==> src/rtl/core/ahcfr_pkg.sv <==
package ahcfr_pkg;

	localparam int unsigned MAX_FRAME_LEN_DEF = 1023;
	localparam int unsigned BYTE_W = 8;
	localparam int unsigned LEN_W = 10;
	localparam int unsigned LEN_MAX = 1023;
	localparam int unsigned CFG_IDX_W = 2;
	localparam int unsigned OUT_DATA_W = 32;

	localparam logic [BYTE_W-1:0] RESP_START_RST = 8'h01;
	localparam logic [BYTE_W-1:0] CMD_START_RST = 8'h1B;
	localparam logic [BYTE_W-1:0] END_CHAR_RST = 8'h0D;

	localparam logic [BYTE_W-1:0] HEX_DIGIT_BASE = 8'h30;
	localparam logic [BYTE_W-1:0] HEX_ALPHA_BASE = 8'h41;
	localparam logic [3:0] HEX_ALPHA_FIRST = 4'd10;

	typedef enum logic [CFG_IDX_W-1:0] {
		REG_RESP_START = 2'd0,
		REG_CMD_START  = 2'd1,
		REG_END_CHAR   = 2'd2
	} reg_idx_t;

	typedef struct packed {
		logic [BYTE_W-1:0] resp_start;
		logic [BYTE_W-1:0] cmd_start;
		logic [BYTE_W-1:0] end_char;
	} cfg_t;

	typedef struct packed {
		logic [BYTE_W-1:0] command_code;
		logic              is_command;
		logic [LEN_W-1:0]  frame_length;
		logic              checksum_ok;
		logic              frame_end;
		logic              stored;
		logic [BYTE_W-1:0] data_byte;
	} res_t;

	function automatic logic [BYTE_W-1:0] hex_char(input logic [3:0] nib);
		logic [BYTE_W-1:0] c;
		if (nib < HEX_ALPHA_FIRST) begin
			c = HEX_DIGIT_BASE + {4'd0, nib};
		end else begin
			c = HEX_ALPHA_BASE + {4'd0, nib - HEX_ALPHA_FIRST};
		end
		return c;
	endfunction

endpackage

==> src/rtl/core/ascii_hex_checksum_frame_receiver.sv <==
// each accepted byte goes from the input register via the frame core to the output register
// throughput: one byte per cycle unless the master side stalls, set by the frame state update
// input and output registers decouple the sides; one byte is taken while a result waits
// reset: arst_n low clears frame state, pipeline valids and loads register reset values
module ascii_hex_checksum_frame_receiver
	import ahcfr_pkg::*;
#(
	parameter int unsigned MAX_FRAME_LEN = MAX_FRAME_LEN_DEF
) (
	input  logic                  clk,
	input  logic                  arst_n,
	input  logic                  s_axis_tvalid,
	output logic                  s_axis_tready,
	input  logic [BYTE_W-1:0]     s_axis_tdata,   // rx_byte
	output logic                  m_axis_tvalid,
	input  logic                  m_axis_tready,
	// data_byte[7:0], stored[8], checksum_ok[9], frame_length[19:10],
	// is_command[20], command_code[28:21], zero fill
	output logic [OUT_DATA_W-1:0] m_axis_tdata,
	output logic                  m_axis_tlast,   // frame_end
	input  logic                  cfg_we,
	input  logic [CFG_IDX_W-1:0]  cfg_index,
	input  logic [BYTE_W-1:0]     cfg_wdata
);

	localparam int unsigned PAY_W = BYTE_W + 1 + 1 + LEN_W + 1 + BYTE_W;

	cfg_t              cfg;
	res_t              res;
	res_t              res_s2;
	logic              valid_s1;
	logic [BYTE_W-1:0] byte_s1;
	logic              valid_s2;
	logic              advance;
	logic              step;
	logic [PAY_W-1:0]  payload;

	assign advance       = !valid_s2 || m_axis_tready;
	assign s_axis_tready = !valid_s1 || advance;
	assign step          = valid_s1 && advance;

	always_ff @(posedge clk or negedge arst_n) begin
		if (!arst_n) begin
			valid_s1 <= 1'b0;
		end else if (s_axis_tready) begin
			valid_s1 <= s_axis_tvalid;
		end
	end

	always_ff @(posedge clk) begin
		if (s_axis_tready && s_axis_tvalid) begin
			byte_s1 <= s_axis_tdata;
		end
	end

	ahcfr_cfg_regs u_cfg (
		.clk       (clk),
		.arst_n    (arst_n),
		.cfg_we    (cfg_we),
		.cfg_index (cfg_index),
		.cfg_wdata (cfg_wdata),
		.cfg       (cfg)
	);

	ahcfr_frame_core #(
		.MAX_FRAME_LEN (MAX_FRAME_LEN)
	) u_core (
		.clk     (clk),
		.arst_n  (arst_n),
		.step    (step),
		.rx_byte (byte_s1),
		.cfg     (cfg),
		.res     (res)
	);

	always_ff @(posedge clk or negedge arst_n) begin
		if (!arst_n) begin
			valid_s2 <= 1'b0;
		end else if (advance) begin
			valid_s2 <= valid_s1;
		end
	end

	always_ff @(posedge clk) begin
		if (step) begin
			res_s2 <= res;
		end
	end

	assign payload = {res_s2.command_code, res_s2.is_command, res_s2.frame_length,
		res_s2.checksum_ok, res_s2.stored, res_s2.data_byte};

	assign m_axis_tvalid = valid_s2;
	assign m_axis_tdata  = OUT_DATA_W'(payload);
	assign m_axis_tlast  = res_s2.frame_end;

endmodule

==> src/rtl/core/ahcfr_cfg_regs.sv <==
module ahcfr_cfg_regs
	import ahcfr_pkg::*;
(
	input  logic                 clk,
	input  logic                 arst_n,
	input  logic                 cfg_we,
	input  logic [CFG_IDX_W-1:0] cfg_index,
	input  logic [BYTE_W-1:0]    cfg_wdata,
	output cfg_t                 cfg
);

	cfg_t cfg_q;

	always_ff @(posedge clk or negedge arst_n) begin
		if (!arst_n) begin
			cfg_q.resp_start <= RESP_START_RST;
			cfg_q.cmd_start  <= CMD_START_RST;
			cfg_q.end_char   <= END_CHAR_RST;
		end else if (cfg_we) begin
			unique case (cfg_index)
				REG_RESP_START: cfg_q.resp_start <= cfg_wdata;
				REG_CMD_START:  cfg_q.cmd_start  <= cfg_wdata;
				REG_END_CHAR:   cfg_q.end_char   <= cfg_wdata;
				default: ;
			endcase
		end
	end

	assign cfg = cfg_q;

endmodule

==> src/rtl/core/ahcfr_frame_core.sv <==
module ahcfr_frame_core
	import ahcfr_pkg::*;
#(
	parameter int unsigned MAX_FRAME_LEN = MAX_FRAME_LEN_DEF
) (
	input  logic              clk,
	input  logic              arst_n,
	input  logic              step,
	input  logic [BYTE_W-1:0] rx_byte,
	input  cfg_t              cfg,
	output res_t              res
);

	localparam int unsigned CNT_W = $clog2(MAX_FRAME_LEN + 1);
	localparam int unsigned EXT_W = (CNT_W > LEN_W) ? CNT_W : LEN_W;

	logic              in_frame_q;
	logic [CNT_W-1:0]  count_q;
	logic [BYTE_W-1:0] sum_q;
	logic [BYTE_W-1:0] last_q;
	logic [BYTE_W-1:0] prior_q;
	logic [BYTE_W-1:0] first_q;
	logic [BYTE_W-1:0] second_q;

	logic              hit_start;
	logic              hit_end;
	logic              do_store;
	logic              do_close;
	logic [BYTE_W-1:0] body_sum;
	logic [EXT_W-1:0]  count_ext;
	logic              sum_match;

	assign hit_start = (rx_byte == cfg.resp_start) || (rx_byte == cfg.cmd_start);
	assign hit_end   = !hit_start && (rx_byte == cfg.end_char);
	assign do_store  = hit_start || (!hit_end && in_frame_q);
	assign do_close  = hit_end && (count_q != '0);

	// sum without the two trailing checksum characters
	assign body_sum  = sum_q - last_q - prior_q;
	assign sum_match = (prior_q == hex_char(body_sum[7:4])) &&
		(last_q == hex_char(body_sum[3:0]));
	assign count_ext = EXT_W'(count_q);

	always_comb begin
		res = '0;
		res.data_byte = rx_byte;
		res.stored    = do_store;
		res.frame_end = do_close;
		if (do_close) begin
			res.checksum_ok  = (count_q >= CNT_W'(3)) && sum_match;
			res.frame_length = (count_ext > EXT_W'(LEN_MAX)) ? LEN_W'(LEN_MAX)
				: count_ext[LEN_W-1:0];
			res.is_command   = (first_q == cfg.cmd_start) && (first_q != cfg.resp_start);
			res.command_code = (count_q >= CNT_W'(2)) ? second_q : '0;
		end
	end

	always_ff @(posedge clk or negedge arst_n) begin
		if (!arst_n) begin
			in_frame_q <= 1'b0;
			count_q    <= '0;
			sum_q      <= '0;
			last_q     <= '0;
			prior_q    <= '0;
			first_q    <= '0;
			second_q   <= '0;
		end else if (step) begin
			if (hit_start) begin
				in_frame_q <= 1'b1;
			end else if (hit_end) begin
				in_frame_q <= 1'b0;
			end
			if (do_store) begin
				if (count_q == '0) begin
					first_q <= rx_byte;
				end else if (count_q == CNT_W'(1)) begin
					second_q <= rx_byte;
				end
				prior_q <= last_q;
				last_q  <= rx_byte;
				sum_q   <= sum_q + rx_byte;
				if (count_q < CNT_W'(MAX_FRAME_LEN)) begin
					count_q <= count_q + CNT_W'(1);
				end
			end else if (do_close) begin
				count_q  <= '0;
				sum_q    <= '0;
				last_q   <= '0;
				prior_q  <= '0;
				first_q  <= '0;
				second_q <= '0;
			end
		end
	end

	a_count_bound: assert property (@(posedge clk) disable iff (!arst_n)
		count_q <= CNT_W'(MAX_FRAME_LEN))
		else $error("frame count above limit");

	a_idle_empty: assert property (@(posedge clk) disable iff (!arst_n)
		!in_frame_q |-> (count_q == '0))
		else $error("bytes held outside a frame");

	a_close_clears: assert property (@(posedge clk) disable iff (!arst_n)
		(step && do_close) |=> (count_q == '0) && (sum_q == '0) && !in_frame_q)
		else $error("frame state not cleared after close");

	a_ok_needs_three: assert property (@(posedge clk) disable iff (!arst_n)
		res.checksum_ok |-> res.frame_end && (count_q >= CNT_W'(3)))
		else $error("checksum pass on short or open frame");

endmodule

==> config.mk <==
export PLATFORM = sky130hd
export DESIGN_NAME = ascii_hex_checksum_frame_receiver
export DESIGN_NICKNAME = d
export VERILOG_FILES = /design/src/rtl/core/ahcfr_pkg.sv /design/src/rtl/core/ascii_hex_checksum_frame_receiver.sv /design/src/rtl/core/ahcfr_cfg_regs.sv /design/src/rtl/core/ahcfr_frame_core.sv
export SDC_FILE = /design/constraint.sdc
export NUM_CORES = 1
export LEC_CHECK = 0
export ABC_CLOCK_PERIOD_IN_PS = 8200
export BUFFER_PORTS_ARGS = -buffer_cell sky130_fd_sc_hd__buf_2
export CORE_AREA = 2 2 108 120
export DETAILED_ROUTE_END_ITERATION = 10
export DIE_AREA = 0 0 110 122
export PLACE_DENSITY = 0.71
export SYNTH_ARGS = -nofsm -noshare
export SYNTH_HDL_FRONTEND = slang
export SYNTH_SLANG_ARGS = --single-unit
==> constraint.sdc <==
create_clock -name clk -period 8.2 [get_ports clk]
set_clock_uncertainty 0.05 [all_clocks]
set_input_delay 1.23 -clock clk [delete_from_list [all_inputs] [get_ports clk]]
set_output_delay 1.23 -clock clk [all_outputs]
set_load 0.05 [all_outputs]
# --- Yosys cells after proc, flatten, opt, wreduce, memory -nomap -nowiden ---
# Index checks and enable logic that the tools add are counted.
word_totals:
  ff_bits: 115
classes:
  n_eq_ne: 14
  muxes: 17
  reduce_logical: 30
  addsub: 10
  order_cmp: 6
op_table:
  columns: ["operator", "count"]
  rows:
  - ["$mux 8", 11]
  - ["$eq 8x8->1", 6]
  - ["$mux 10", 4]
  - ["$ge 10x2->1 const B", 2]
  - ["$add 7x4->8 const A", 2]
  - ["$sub 8x8->8", 2]
  - ["$add 6x4->7 const A", 2]
  - ["$reduce_and 2->1", 6]
  - ["$add 10x1->10 const B", 1]
  - ["$eq 10x1->1 const B", 1]
  - ["$gt 10x10->1 const B", 1]
  - ["$logic_not 10->1", 1]
  - ["$lt 10x10->1 const B", 1]
  - ["$reduce_bool 10->1", 1]
  - ["$add 8x8->8", 1]
  - ["$logic_and 1x1->1", 8]
  - ["$lt 4x4->1 const B", 2]
  - ["$ne 2x2->1 const B", 4]
  - ["$ne 8x8->1", 1]
  - ["$sub 4x4->4 const B", 2]
  - ["$reduce_and 3->1", 2]
  - ["$logic_not 1->1", 4]
  - ["$logic_or 1x1->1", 4]
  - ["$reduce_and 4->1", 1]
  - ["other kinds (5)", 7]

# --- Longest topological paths before layout ---
logic_depth:
  ltp_word: 9
  depth_mapped: 14

# --- Hierarchy ---
# Synthesis repeated with hierarchy kept, for this count alone.
hier_totals:
  cells_unflattened: 553
  hier_area_um2: 6467.5
by_module_without_submodules:
  columns: ["mod", "cells_each", "area_per_inst_um2", "seq_area_each_um2", "instances"]
  rows:
  - ["ahcfr_frame_core", 452, 4274.1, 1276.2, 1]
  - ["ascii_hex_checksum_frame_receiver", 50, 1271.2, 1191.1, 1]
  - ["ahcfr_cfg_regs", 51, 922.1, 610.6, 1]

# --- Worst setup path before layout ---
# No wires, ideal clock.
synth_path:
  path_kind: "in2reg"
  from: "input port m_axis_tready"
  to: "register u_core.count_q[4], in the netlist u_core.count_ext[4]"
  setup_ns: 0.123
  t_arrival_ns: 3.467
  path_stages: 7
  setup_slack_ns: 4.560
  path_cell_list: "nand2b_1 > and2_1 > clkbuf_1 > o31ai_2 > a2111oi_0 > xnor2_1 > nor2_1"
synth_between:
  elab_chain_len: 3
synth_rtl:
  columns: ["item", "line", "rtl"]
  rows:
  - ["from (decl)", "ascii_hex_checksum_frame_receiver.sv:16", "input logic m_axis_tready,"]
  - ["$logic_or 1x1->1", "ascii_hex_checksum_frame_receiver.sv:38", "assign advance = !valid_s2 || m_axis_tready;"]
  - ["$logic_and 1x1->1", "ascii_hex_checksum_frame_receiver.sv:40", "assign step = valid_s1 && advance;"]
  - ["net step", "ascii_hex_checksum_frame_receiver.sv:35", "logic step;"]
  - ["$reduce_and 3->1 (no line)", null, null]
  - ["to (signal assigned)", "ahcfr_frame_core.sv:83", "count_q <= count_q + CNT_W'(1);"]
  - ["to (decl)", "ahcfr_frame_core.sv:18", "logic [CNT_W-1:0] count_q;"]
# The timed path passes the listed nets, and every way through them passes these cells.
# A chain may end at the register's enable or synchronous reset.

# --- Worst setup path after layout ---
layout_path:
  from: "register byte_s1[1]"
  to: "register u_core.sum_q[7]"
layout_between:
  elab_chain_len: 9
layout_rtl:
  columns: ["item", "line", "rtl"]
  rows:
  - ["from (decl)", "ascii_hex_checksum_frame_receiver.sv:32", "logic [BYTE_W-1:0] byte_s1;"]
  - ["from (signal assigned)", "ascii_hex_checksum_frame_receiver.sv:52", "byte_s1 <= s_axis_tdata;"]
  - ["$eq 8x8->1", "ahcfr_frame_core.sv:33", "assign hit_start = (rx_byte == cfg.resp_start) || (rx_byte == cfg.cmd_start);"]
  - ["$logic_or 1x1->1", "ahcfr_frame_core.sv:33", null]
  - ["$logic_not 1->1", "ahcfr_frame_core.sv:34", "assign hit_end = !hit_start && (rx_byte == cfg.end_char);"]
  - ["$logic_and 1x1->1", "ahcfr_frame_core.sv:34", null]
  - ["$logic_not 1->1", "ahcfr_frame_core.sv:35", "assign do_store = hit_start || (!hit_end && in_frame_q);"]
  - ["$logic_and 1x1->1", "ahcfr_frame_core.sv:35", null]
  - ["$logic_or 1x1->1", "ahcfr_frame_core.sv:35", null]
  - ["$reduce_bool 2->1 (no line)", null, null]
  - ["$reduce_and 2->1 (no line)", null, null]
  - ["to (signal assigned)", "ahcfr_frame_core.sv:81", "sum_q <= sum_q + rx_byte;"]
  - ["to (decl)", "ahcfr_frame_core.sv:19", "logic [BYTE_W-1:0] sum_q;"]
# Several ways; a longest one is shown, not always the timed one.

==> summary.md <==
* **actual slew at the worst max-slew pin** 1040 ps
* **Total Routed Length** 13700 um
* **maximum capacitance violations** 0
* **maximum fanout along the worst path** 19
* **estimated wirelength of the detail-placed design** 9820 um
* **Most used DFF post-synth** sky130_fd_sc_hd__dfrtp_1
* **residual overflow from global routing** 0
* **count of boundary I/O pins** 58
* **fraction of synthesis flops using an asynchronous set or reset pin** 0.670
* **share of post-route cells with drive strength above 1** 0.239
* **buffers added on ports** 54
* **leading area contributor after synthesis** sky130_fd_sc_hd__dfrtp_1
* **Root Buffer** sky130_fd_sc_hd__clkbuf_16
* **insertion delay of the later-clocked pin in the worst-skew pair** 410 ps
* **post-synthesis average cell area** 11.8 um2
* **maximum number of pins on one net before global-route repair** 78
* **clock transition at the registers of the reported paths** 50 ps
* **All-Layer GR Usage** 0.224
* **most common library cell in the layout ignoring fill and taps** sky130_fd_sc_hd__dfrtp_1
* **final-stage net count** 652
* **TritonCTS clock tree** yes
* **total vias in the final route** 4359
* **area of the multi-input gates** 3030 um2
* **maximum clock rate** 257 MHz
* **DRC Markers** 0
* **highest-count cells in the layout ignoring fill and taps** 69 x sky130_fd_sc_hd__dfrtp_1, 54 x sky130_fd_sc_hd__buf_2, 42 x sky130_fd_sc_hd__xnor2_1
* **x dimension of the die** 110 um
* **worst hold slack after final layout** 428 ps
* **Antenna diodes** 0
* **routing usage on met2** 0.370
* **netlist area before placement** 6310 um2
* **endpoint type of the worst setup path** flop
* **count of standard-cell rows** 43
* **number of buffers inserted during clock tree synthesis** 17
* **global-route wire length before repair** 22600 um
* **DIE HEIGHT** 122 um
* **headroom to the max-slew limit** 0.308
* **Post-synth EDFFs** 38
* **area taken by flip-flops and latches** 3080 um2
* **Detailed Routing Iterations Pass 1** 4
* **Die Outline Area** 13400 um2
* **H-tree depth reported by CTS** 4
* **post-route setup TNS** 0 ps
* **ANT nets after route** 0
* **status** completed
* **worst hold path class** reg2reg
* **number of sinks on the clock net** 115
* **Clock Tree Buf Depth** 2
* **routed len/inst** 17.8 um
* **vias in the first global route** 4510
* **RSZ-0062 raised after global routing** false
* **startpoint type of the worst setup path** flop
* **starting density of the core** 0.512
* **Final GP Congestion** 0.940
* **YS warnings** 0
* **final count of pins violating max slew** 0
* **cells after synthesis** 534
* **final setup fails** 0
* **met1 usage in global routing** 0.274
* **final critical delay including setup and external delays** 3900 ps
* **antenna violations before repair** 0
* **proportion of synthesized chip area in sequential cells** 0.488
* **number of buffers added for setup after CTS** 0
* **share of the clock period used by the worst path after layout** 0.475
* **CP Class** reg2reg
* **FF+latch count, synth** 115
* **quantity of hold-fixing buffers added after cts** 0
* **FILL cells** 980
* **area grow syn2layout** 16.8%
* **most used routing layer in global routing** met2
* **critical path data arrival time** 4190 ps
* **post-detailed-route via-to-cell ratio** 5.68
* **area fraction of the dominant cell type after synthesis** 0.274
* **Core Footprint** 12300 um2
* **initial drt markers** 156
* **count of final hold-check violations** 0
* **most area-consuming cells after synthesis** sky130_fd_sc_hd__dfrtp_1 27%, sky130_fd_sc_hd__edfxtp_1 18%, sky130_fd_sc_hd__xnor2_1 5.8%
* **required time of the critical path** 8490 ps
* **Synth cell types** 67
* **number of gates resized after cts** 0
* **met3 Use GR** 0.0482
## synth_stat cells, drive strengths merged (12+ instances only)
cell	instances
nor4	12
ha	24
edfxtp	38
dfrtp	69
xor2	22
and2	27
nor2	19
a21oi	12
inv	32
xnor2	42
mux2	39
o21ai	21
nand2	26
## state kept, by name, indices dropped and copies added (netlist names), 8 cells and up
name              flops
u_core.prior_q        8
u_core.second_q       8
m_axis_tdata         29
byte_s1               8
u_core.first_q        8
u_cfg.cfg            24
u_core.last_q         8
u_core.sum_q          8
u_core.count_ext     10
## stage by stage
stage	std cells	setup WS, ps	utilization	area, um2
2_1_floorplan	536	4560	-	6320
3_3_place_gp	734	4510	0.545	6720
3_5_place_dp	734	4370	0.545	6720
4_1_cts	766	4370	0.598	7370
5_1_grt	767	4050	0.599	7370
6_report	767	4300	0.599	7370
## critical path: stages, from the launching register on
cell and delay [ps]:
sky130_fd_sc_hd__edfxtp_1 630, sky130_fd_sc_hd__xnor2_1 260, sky130_fd_sc_hd__nand4_1 140, sky130_fd_sc_hd__o22ai_2 470
sky130_fd_sc_hd__or2_0 870, sky130_fd_sc_hd__nand2_1 650, sky130_fd_sc_hd__or4_1 660, sky130_fd_sc_hd__nand3_1 80
## logic make-up (layout without fill, tap and decap cells)
| kind of cell | Yosys count | after routing | share of synthesized area |
|---|---|---|---|
| and+or+nand+nor | 139 | 139 | 0.125 |
| DFF | 115 | 115 | 0.488 |
| AOI/OAI and AO/OA | 91 | 91 | 0.105 |
| other | 1 | 3 | 0.000594 |
| xor gates and xnor gates | 66 | 66 | 0.0961 |
| adders and majority gates | 32 | 32 | 0.0729 |
| buffers and inverters | 48 | 122 | 0.0335 |
| muxes | 42 | 42 | 0.0785 |
## final cells by class
cell class,instances,share of cell area
multi-input combinational,373,0.411
clock inverter,13,0.0282
inverter,32,0.0163
clock buffer,19,0.0601
timing repair buffer,58,0.0404
tap,157,0.0266
sequential,115,0.417
## layer usage
layer  wire (um)  part of all wire
met5           0                 0
met4         379             0.028
met3         492             0.036
met2        7060              0.52
met1        5740              0.42
## final timing paths
check	startpoint	end	slack, ps	depth (start not counted)
worst max-delay path	byte_s1[1]	u_core.sum_q[7]	4300	7
worst min-delay path	valid_s1	m_axis_tvalid	430	1
worst max register to register	byte_s1[1]	u_core.sum_q[7]	4300	7
worst min register to register	valid_s1	m_axis_tvalid	430	1
max in group asynchronous	arst_n	u_cfg.cfg[18]	6430	2
min in group asynchronous	arst_n	u_core.count_ext[8]	990	2
Power is left out: the tool's default activity adds up to more than one toggle a clock period on the data nets, which glitch-free logic cannot reach.
